===== src/sv/dss_pkg.sv =====
// ----------------------------------------------------------------------------
// dss_pkg: shared constants and helpers for the seek total block
// Register indexes, algorithm codes, field widths and a distance helper.
// ----------------------------------------------------------------------------
package dss_pkg;

    localparam int CYL_IN_W      = 16;
    localparam int CYL_W_MAX     = 24;
    localparam int TOTAL_W       = 26;
    localparam int ALG_W         = 3;
    localparam int CFG_IDX_W     = 2;
    localparam int CFG_DATA_W    = 16;

    localparam int MAX_REQ_DEF   = 1024;
    localparam int CYL_BITS_DEF  = 16;

    localparam logic [CFG_DATA_W-1:0] TOP_RESET = 16'd4999;

    // register indexes
    localparam logic [CFG_IDX_W-1:0] REG_HEAD_START = 2'd0;
    localparam logic [CFG_IDX_W-1:0] REG_TOP_CYL    = 2'd1;
    localparam logic [CFG_IDX_W-1:0] REG_ALGORITHM  = 2'd2;

    // algorithm codes
    localparam logic [ALG_W-1:0] ALG_FCFS  = 3'd0;
    localparam logic [ALG_W-1:0] ALG_SSTF  = 3'd1;
    localparam logic [ALG_W-1:0] ALG_SCAN  = 3'd2;
    localparam logic [ALG_W-1:0] ALG_CSCAN = 3'd3;
    localparam logic [ALG_W-1:0] ALG_LOOK  = 3'd4;
    localparam logic [ALG_W-1:0] ALG_CLOOK = 3'd5;

    // absolute difference of two cylinders
    function automatic logic [CYL_W_MAX-1:0] abs_diff(input logic [CYL_W_MAX-1:0] a,
                                                     input logic [CYL_W_MAX-1:0] b);
        abs_diff = (a > b) ? (a - b) : (b - a);
    endfunction

endpackage


===== src/sv/dss_sweep_calc.sv =====
// ----------------------------------------------------------------------------
// dss_sweep_calc: sweep totals from the batch extremes
// SCAN, C-SCAN, LOOK and C-LOOK totals from the lowest and highest request
// on each side of the head.
// ----------------------------------------------------------------------------
module dss_sweep_calc #(
    parameter int CYL_BITS = 16
) (
    input  logic [dss_pkg::ALG_W-1:0]    i_alg,
    input  logic [CYL_BITS-1:0]          i_head,
    input  logic [CYL_BITS-1:0]          i_top,
    input  logic                         i_below,
    input  logic                         i_above,
    input  logic [CYL_BITS-1:0]          i_min_below,
    input  logic [CYL_BITS-1:0]          i_max_below,
    input  logic [CYL_BITS-1:0]          i_min_above,
    input  logic [CYL_BITS-1:0]          i_max_above,
    output logic [dss_pkg::TOTAL_W-1:0]  o_total
);
    import dss_pkg::*;

    localparam int SW = CYL_BITS + 2;

    logic [CYL_W_MAX-1:0] w_h, w_t, w_minb, w_maxb, w_mina, w_maxa, w_pos;
    logic [SW-1:0]        w_sum;

    assign w_h    = CYL_W_MAX'(i_head);
    assign w_t    = CYL_W_MAX'(i_top);
    assign w_minb = CYL_W_MAX'(i_min_below);
    assign w_maxb = CYL_W_MAX'(i_max_below);
    assign w_mina = CYL_W_MAX'(i_min_above);
    assign w_maxa = CYL_W_MAX'(i_max_above);

    always_comb begin
        w_sum = '0;
        w_pos = w_h;
        priority if (i_alg == ALG_SCAN) begin
            if (i_below) begin
                w_sum = SW'(w_h);
                w_pos = '0;
            end
            if (i_above) w_sum = w_sum + SW'(abs_diff(w_maxa, w_pos));
        end else if (i_alg == ALG_CSCAN) begin
            if (i_below) begin
                w_sum = SW'(w_h);
                w_pos = '0;
            end
            if (i_above) begin
                w_sum = w_sum + SW'(abs_diff(w_t, w_pos)) + SW'(abs_diff(w_t, w_mina));
            end
        end else if (i_alg == ALG_LOOK) begin
            if (i_above) begin
                w_sum = SW'(abs_diff(w_maxa, w_h));
                w_pos = w_maxa;
            end
            if (i_below) w_sum = w_sum + SW'(abs_diff(w_pos, w_minb));
        end else begin
            // C-LOOK
            if (i_above) begin
                w_sum = SW'(abs_diff(w_maxa, w_h));
                w_pos = w_maxa;
            end
            if (i_below) begin
                w_sum = w_sum + SW'(abs_diff(w_pos, w_minb)) + SW'(abs_diff(w_maxb, w_minb));
            end
        end
    end

    assign o_total = TOTAL_W'(w_sum);
endmodule


===== config.mk =====
export PLATFORM = sky130hd
export DESIGN_NAME = dss_sweep_calc
export DESIGN_NICKNAME = d
export VERILOG_FILES = /design/src/sv/dss_pkg.sv /design/src/sv/dss_sweep_calc.sv
export SDC_FILE = /design/constraint.sdc
export NUM_CORES = 1
export LEC_CHECK = 0
export BUFFER_PORTS_ARGS = -buffer_cell sky130_fd_sc_hd__buf_2
export CAP_MARGIN = 30
export CORE_AREA = 3 3 157 159
export DETAILED_ROUTE_END_ITERATION = 8
export DIE_AREA = 0 0 160 162
export PLACE_DENSITY = 0.85
export REMOVE_ABC_BUFFERS = 1
export SLEW_MARGIN = 20
export SYNTH_ARGS = -nofsm -noshare
export SYNTH_HDL_FRONTEND = slang
export SYNTH_SLANG_ARGS = --single-unit

===== constraint.sdc =====
create_clock -name vclk -period 32.2
set_input_delay 6.44 -clock vclk [all_inputs]
set_output_delay 6.44 -clock vclk [all_outputs]
set_load 0.005 [all_outputs]

==> metrics.md, run 1 <==
| Metric | Value |
|---|---|
| CLK BUF | 0 |
| Core area | 0.0234 mm^2 |
| Post-CTS sizing | 0 |
| Row count | 56 |
| Worst Setup Start Kind | input port |
| # fillers | 2237 |
| Setup TNS | 0 ns |
| Worst setup path start | i_below |
| Vias in the first global route | 14.6k |
| Comb pwr share | 1.000 |
| Final worst-path cycle share | 0.633 |
| Global-route wire length before repair | 69900 um |
| Max Cap Violations | 0 |
| Hold path startpoint | i_alg[2] |
| I/O Pins | 127 |
| CP required | 25.76 ns |
| Ys Warns | 0 |
| Count of final hold-check violations | 0 |
| Gr ovfl total | 0 |
| Area Growth Syn to Fin | 4.86% |
| Syn avg cell area | 7.10 um^2 |
| Synthesized area | 0.0143 mm^2 |
| Initial DRC Count | 1318 |
| Status | completed |
| Mapped Cells | 2006 |
| Worst Setup Path Type | input port to primary output |
| Setup Buffers After CTS | 0 |
| Wirelength per Cell | 18.4 um |
| Die area | 0.0259 mm^2 |
| Largest stage delay on the critical path | 0.55 ns |
| Reg power frac | 0 |
| Crit path max fanout | 45 |
| Worst hold-check path type | input port to primary output |
| Met2 WL | 20600 um |
| Setup violators final | 0 |
| Pwr/cell area | 50.7 mW/mm^2 |
| Power share of the clock group | 0 |
| Slew Viols, Final | 0 |
| DRC violations left | 0 |
| Switching share of power | 0.570 |
| Area after DPL | 0.0149 mm^2 |
| Register area | 0 um^2 |
| Routability cong. | 0.982 |
| RSZ-0062 raised after global routing | no |
| Vias/cell | 6.28 |
| Slowest CP cell | a21oi_2 |
| # hold bufs at CTS | 0 |
| Int Power | 326 uW |
| Initial Utilization | 0.609 |
| Worst-Margin Slew | 0.915 ns |
| Post-Route WL | 43600 um |
| I/O Buffers | 119 |
| Multi-input gate area | 0.0130 mm^2 |
| Relative slew slack | 0.388 |
| P_sw | 432 uW |
| # nets final | 2457 |
| Tmin final | 20.38 ns |
| Sequential element share of the synthesized area | 0 |
| DP Wirelength | 37000 um |
| Design area | 0.0149 mm^2 |
| GRT Overall Usage | 0.320 |
| Met3 routed wirelength | 2310 um |
| Distinct cells, synth | 79 |
| First-pass DRT Iterations | 6 |
| Fmax | 49.1 MHz |
| Layout cells sized above 1 | 0.0923 |
| Ant. Diodes | 0 |
| Data arrival, critical path | 13.94 ns |
| Initial antenna violation count | 0 |
| Largest net degree at the start of global routing | 62 |
| Most frequent cells in the layout | ha_1, inv_1, a21oi_1 |
| Final hold slack | 13.49 ns |
| VDD IR max | 0.0000222 V |
| Hold path cells | 5 |
| Number of routed nets with antenna violations | 0 |
| Top Layer Used | met4 |
| Vias | 14.9k |
| Most common cell after layout, fill and taps aside | ha_1 |
| Static Leakage | 0.00772 uW |
| DRT met1 WL | 18000 um |
| Crit end category | primary output |
| Die Wd | 160 um |
| Total number of sequential cells | 0 |
| Die Y | 162 um |
-- worst max-delay path, delay by kind of cell --
| kind | cells | cell delay (ns) |
|---|---|---|
| simple gates | 8 | 1.93 |
| fa+ha+maj | 3 | 1.32 |
| compound gates | 9 | 2.27 |
| xor+xnor | 3 | 0.50 |
| mux | 1 | 0.18 |
| buf+inv | 6 | 1.28 |
-- area by class of cell --
cell class	count	share of cell area
repair buffers	131	0.0459
multi-input cells	1675	0.867
well taps	319	0.0267
inverters	242	0.0608
-- per-stage QoR --
step | cells | util | power, uW | setup WS, ns
after floorplan | 1917 | - | 566 | 12.67
after global placement | 2367 | 0.639 | 725 | 12.13
after detailed placement | 2367 | 0.639 | 742 | 11.97
after CTS | 2367 | 0.639 | 747 | 11.96
after global routing | 2367 | 0.639 | 844 | 11.28
final | 2367 | 0.639 | 758 | 11.82
-- worst paths after layout --
| kind | to | slack (ns) |
|---|---|---|
| hold / removal | o_total[1] | 13.49 |
| setup / recovery | o_total[17] | 11.82 |
-- per-layer routing --
layer / track usage / vias up
li1: - / 7175
met3: 0.0168 / 173
met4: 0.160 / 0
met1: 0.387 / 6865
met5: 0 / -
met2: 0.578 / 661
-- power groups by stage --
stage / sequential, uW / combinational, uW / clock (uW)
final: 0 / 758 / 0
after detailed placement: 0 / 742 / 0
after CTS: 0 / 747 / 0
after global routing: 0 / 844 / 0
after global placement: 0 / 725 / 0
after floorplan: 0 / 566 / 0
-- cell usage after synthesis, drive strengths merged (38+ instances only) --
library cell / n / area [um^2]
a21o: 71 / 533
a21oi: 198 / 995
clkbuf: 64 / 241
fa: 48 / 961
ha: 258 / 3230
inv: 242 / 908
mux2i: 54 / 544
nand2: 158 / 593
nor2: 93 / 349
o21a: 42 / 315
o21ai: 126 / 646
o21bai: 38 / 285
xnor2: 88 / 771
xor2: 53 / 464
-- logic make-up after synthesis --
kind of cell | after synthesis | share of synthesized area
xor+xnor | 141 | 0.0867
mux | 81 | 0.0595
compound gates | 667 | 0.305
buf+inv | 338 | 0.0939
other cells | 1 | 0.000263
simple gates | 472 | 0.161
fa+ha+maj | 306 | 0.294
Note: power is estimated with default switching activity, not from simulation.
==> run 2: changes to the inputs <==
==> constraint.sdc (replaced) <==
create_clock -name vclk -period 20.9
set_input_delay 4.18 -clock vclk [all_inputs]
set_output_delay 4.18 -clock vclk [all_outputs]
set_load 0.005 [all_outputs]
==> run 2 against run 1 <==
  * Setup slack worse by 6.7 ns
  * Critical endpoint unchanged
  * Clock-buffer cell count stayed put
  * First-iteration DRC count is 13% higher
  * Final area stayed put
  * Global-route usage is 0.17 points higher
  * Power is 55% higher
==> metrics.md, run 2 (synthesized netlist as in run 1, its figures left out) <==
| Metric | Value |
|---|---|
| Status | completed |
| Worst Setup Start Kind | input port |
| Post-layout util | 0.639 (unchanged) |
| RSZ-0062 raised after global routing | no |
| Data arrival, critical path | 11.63 ns (-2.31 ns) |
| Global routing usage on met2 | 0.589 (+0.0114) |
| Largest net degree at the start of global routing | 69 (+11%) |
| Total number of sequential cells | 0 (unchanged) |
| # nets final | 2457 (unchanged) |
| VDD IR max | 0.0000376 V (+69%) |
| # hold bufs at CTS | 0 (unchanged) |
| First-pass DRT Iterations | 8 (+2) |
| Buffers plus inverters on the worst setup path | 7 (+1) |
| Vias | 14.7k (-1.5%) |
| Placed Cells | 2367 (unchanged) |
| CP required | 16.72 ns (-9.04 ns) |
| Global-route wire length before repair | 69900 um (about the same) |
| Met1 usage | 0.393 (+0.00573) |
| DRC violations left | 0 (unchanged) |
| Core area | 0.0234 mm^2 (unchanged) |
| Pwr/cell area | 78.6 mW/mm^2 (+55%) |
| Crit end category | primary output |
| Worst-Margin Slew | 0.904 ns (-0.0106 ns) |
| Crit path max fanout | 45 (unchanged) |
| Static Leakage | 0.00772 uW (unchanged) |
| Final worst-path cycle share | 0.757 |
| Fmax | 63.2 MHz |
| Setup Buffers After CTS | 0 (unchanged) |
| Max Cap Violations | 0 (unchanged) |
| Slowest CP cell | inv_1 |
| Initial DRC Count | 1484 (+13%) |
| Wirelength per Cell | 18.4 um (-0.11%) |
| DP Wirelength | 36800 um (-0.40%) |
| Initial Utilization | 0.609 (unchanged) |
| Post-CTS sizing | 0 (unchanged) |
| Die area | 0.0259 mm^2 (unchanged) |
| Ant. Diodes | 0 (unchanged) |
| Row count | 56 (unchanged) |
| Area Growth Syn to Fin | 4.86% (unchanged) |
| Most frequent cells in the layout | ha_1, inv_1, a21oi_1 |
| Layout cells sized above 1 | 0.0923 (unchanged) |
| Slew Viols, Final | 0 (unchanged) |
| Worst hold-check path type | input port to primary output |
| Largest stage delay on the critical path | 0.52 ns (-0.03 ns) |
| Setup violators final | 0 (unchanged) |
| Number of routed nets with antenna violations | 0 (unchanged) |
| Worst Setup Path Type | input port to primary output |
| M3 GR Usage | 0.0168 (unchanged) |
| Most common cell after layout, fill and taps aside | ha_1 |
| Die Wd | 160 um (unchanged) |
| CLK BUF | 0 (unchanged) |
| Routability cong. | 0.988 (+0.65%) |
| Final Non-Filler Cells | 2367 (unchanged) |
| Register area | 0 um^2 (unchanged) |
| Relative slew slack | 0.395 (+0.00709) |
| Count of final hold-check violations | 0 (unchanged) |
| GRT busiest layer | met2 |
| Tmin final | 15.81 ns |
| Post-Route WL | 43500 um (-0.11%) |
| Setup TNS | 0 ns (unchanged) |
| I/O Buffers | 119 (unchanged) |
| Vias/cell | 6.19 (-1.5%) |
| Initial antenna violation count | 0 (unchanged) |
| GRT Overall Usage | 0.322 (+0.00172) |
| Largest delay share family, worst path | simple AND/OR/NAND/NOR gates |
| Gr ovfl total | 0 (unchanged) |
| Vias in the first global route | 14.3k (-2.0%) |
| Final hold slack | 8.96 ns (-4.53 ns) |
| Die Y | 162 um (unchanged) |
| I/O Pins | 127 (unchanged) |
## run 2: cell counts in the layout (fill, tap and decap cells not counted)
No cell type changed its count.
## run 2: worst min-delay path, delay by kind of cell
kind            cells  cell delay [ns]
buf+inv             3             0.39
compound gates      1             0.16
simple gates        1             0.04
## run 2: layout make-up
class,count,area (um^2)
Fill cell,2213,8460
Multi-Input combinational cell,1675,13000
Timing Repair Buffer,131,686
Inverter,242,908
Tap cell,319,399
## run 2: final timing paths
kind     start     endpoint  slack, ns  cells past startpoint
min   i_alg[2]   o_total[1]       8.96                      5
max    i_below  o_total[17]       5.09                     29
## run 2: metrics by stage
step	setup WS (ns)	instance area [um^2]	power (uW)
floorplan	5.89	13800	872
global placement	5.41	14900	1120
detailed placement	5.19	14900	1150
CTS	5.18	14900	1160
global route	4.55	14900	1310
finish	5.09	14900	1170
## run 2: routing by layer
metal	up-vias	routed length (um)
met5	-	0
met4	0	2120
met3	116	2410
met2	568	21300
met1	6809	17700
li1	7158	-
## run 2: report_power, final
group	switching (uW)	internal, uW
Sequential	0	0
Combinational	672	503
Clock	0	0
Total	672	503
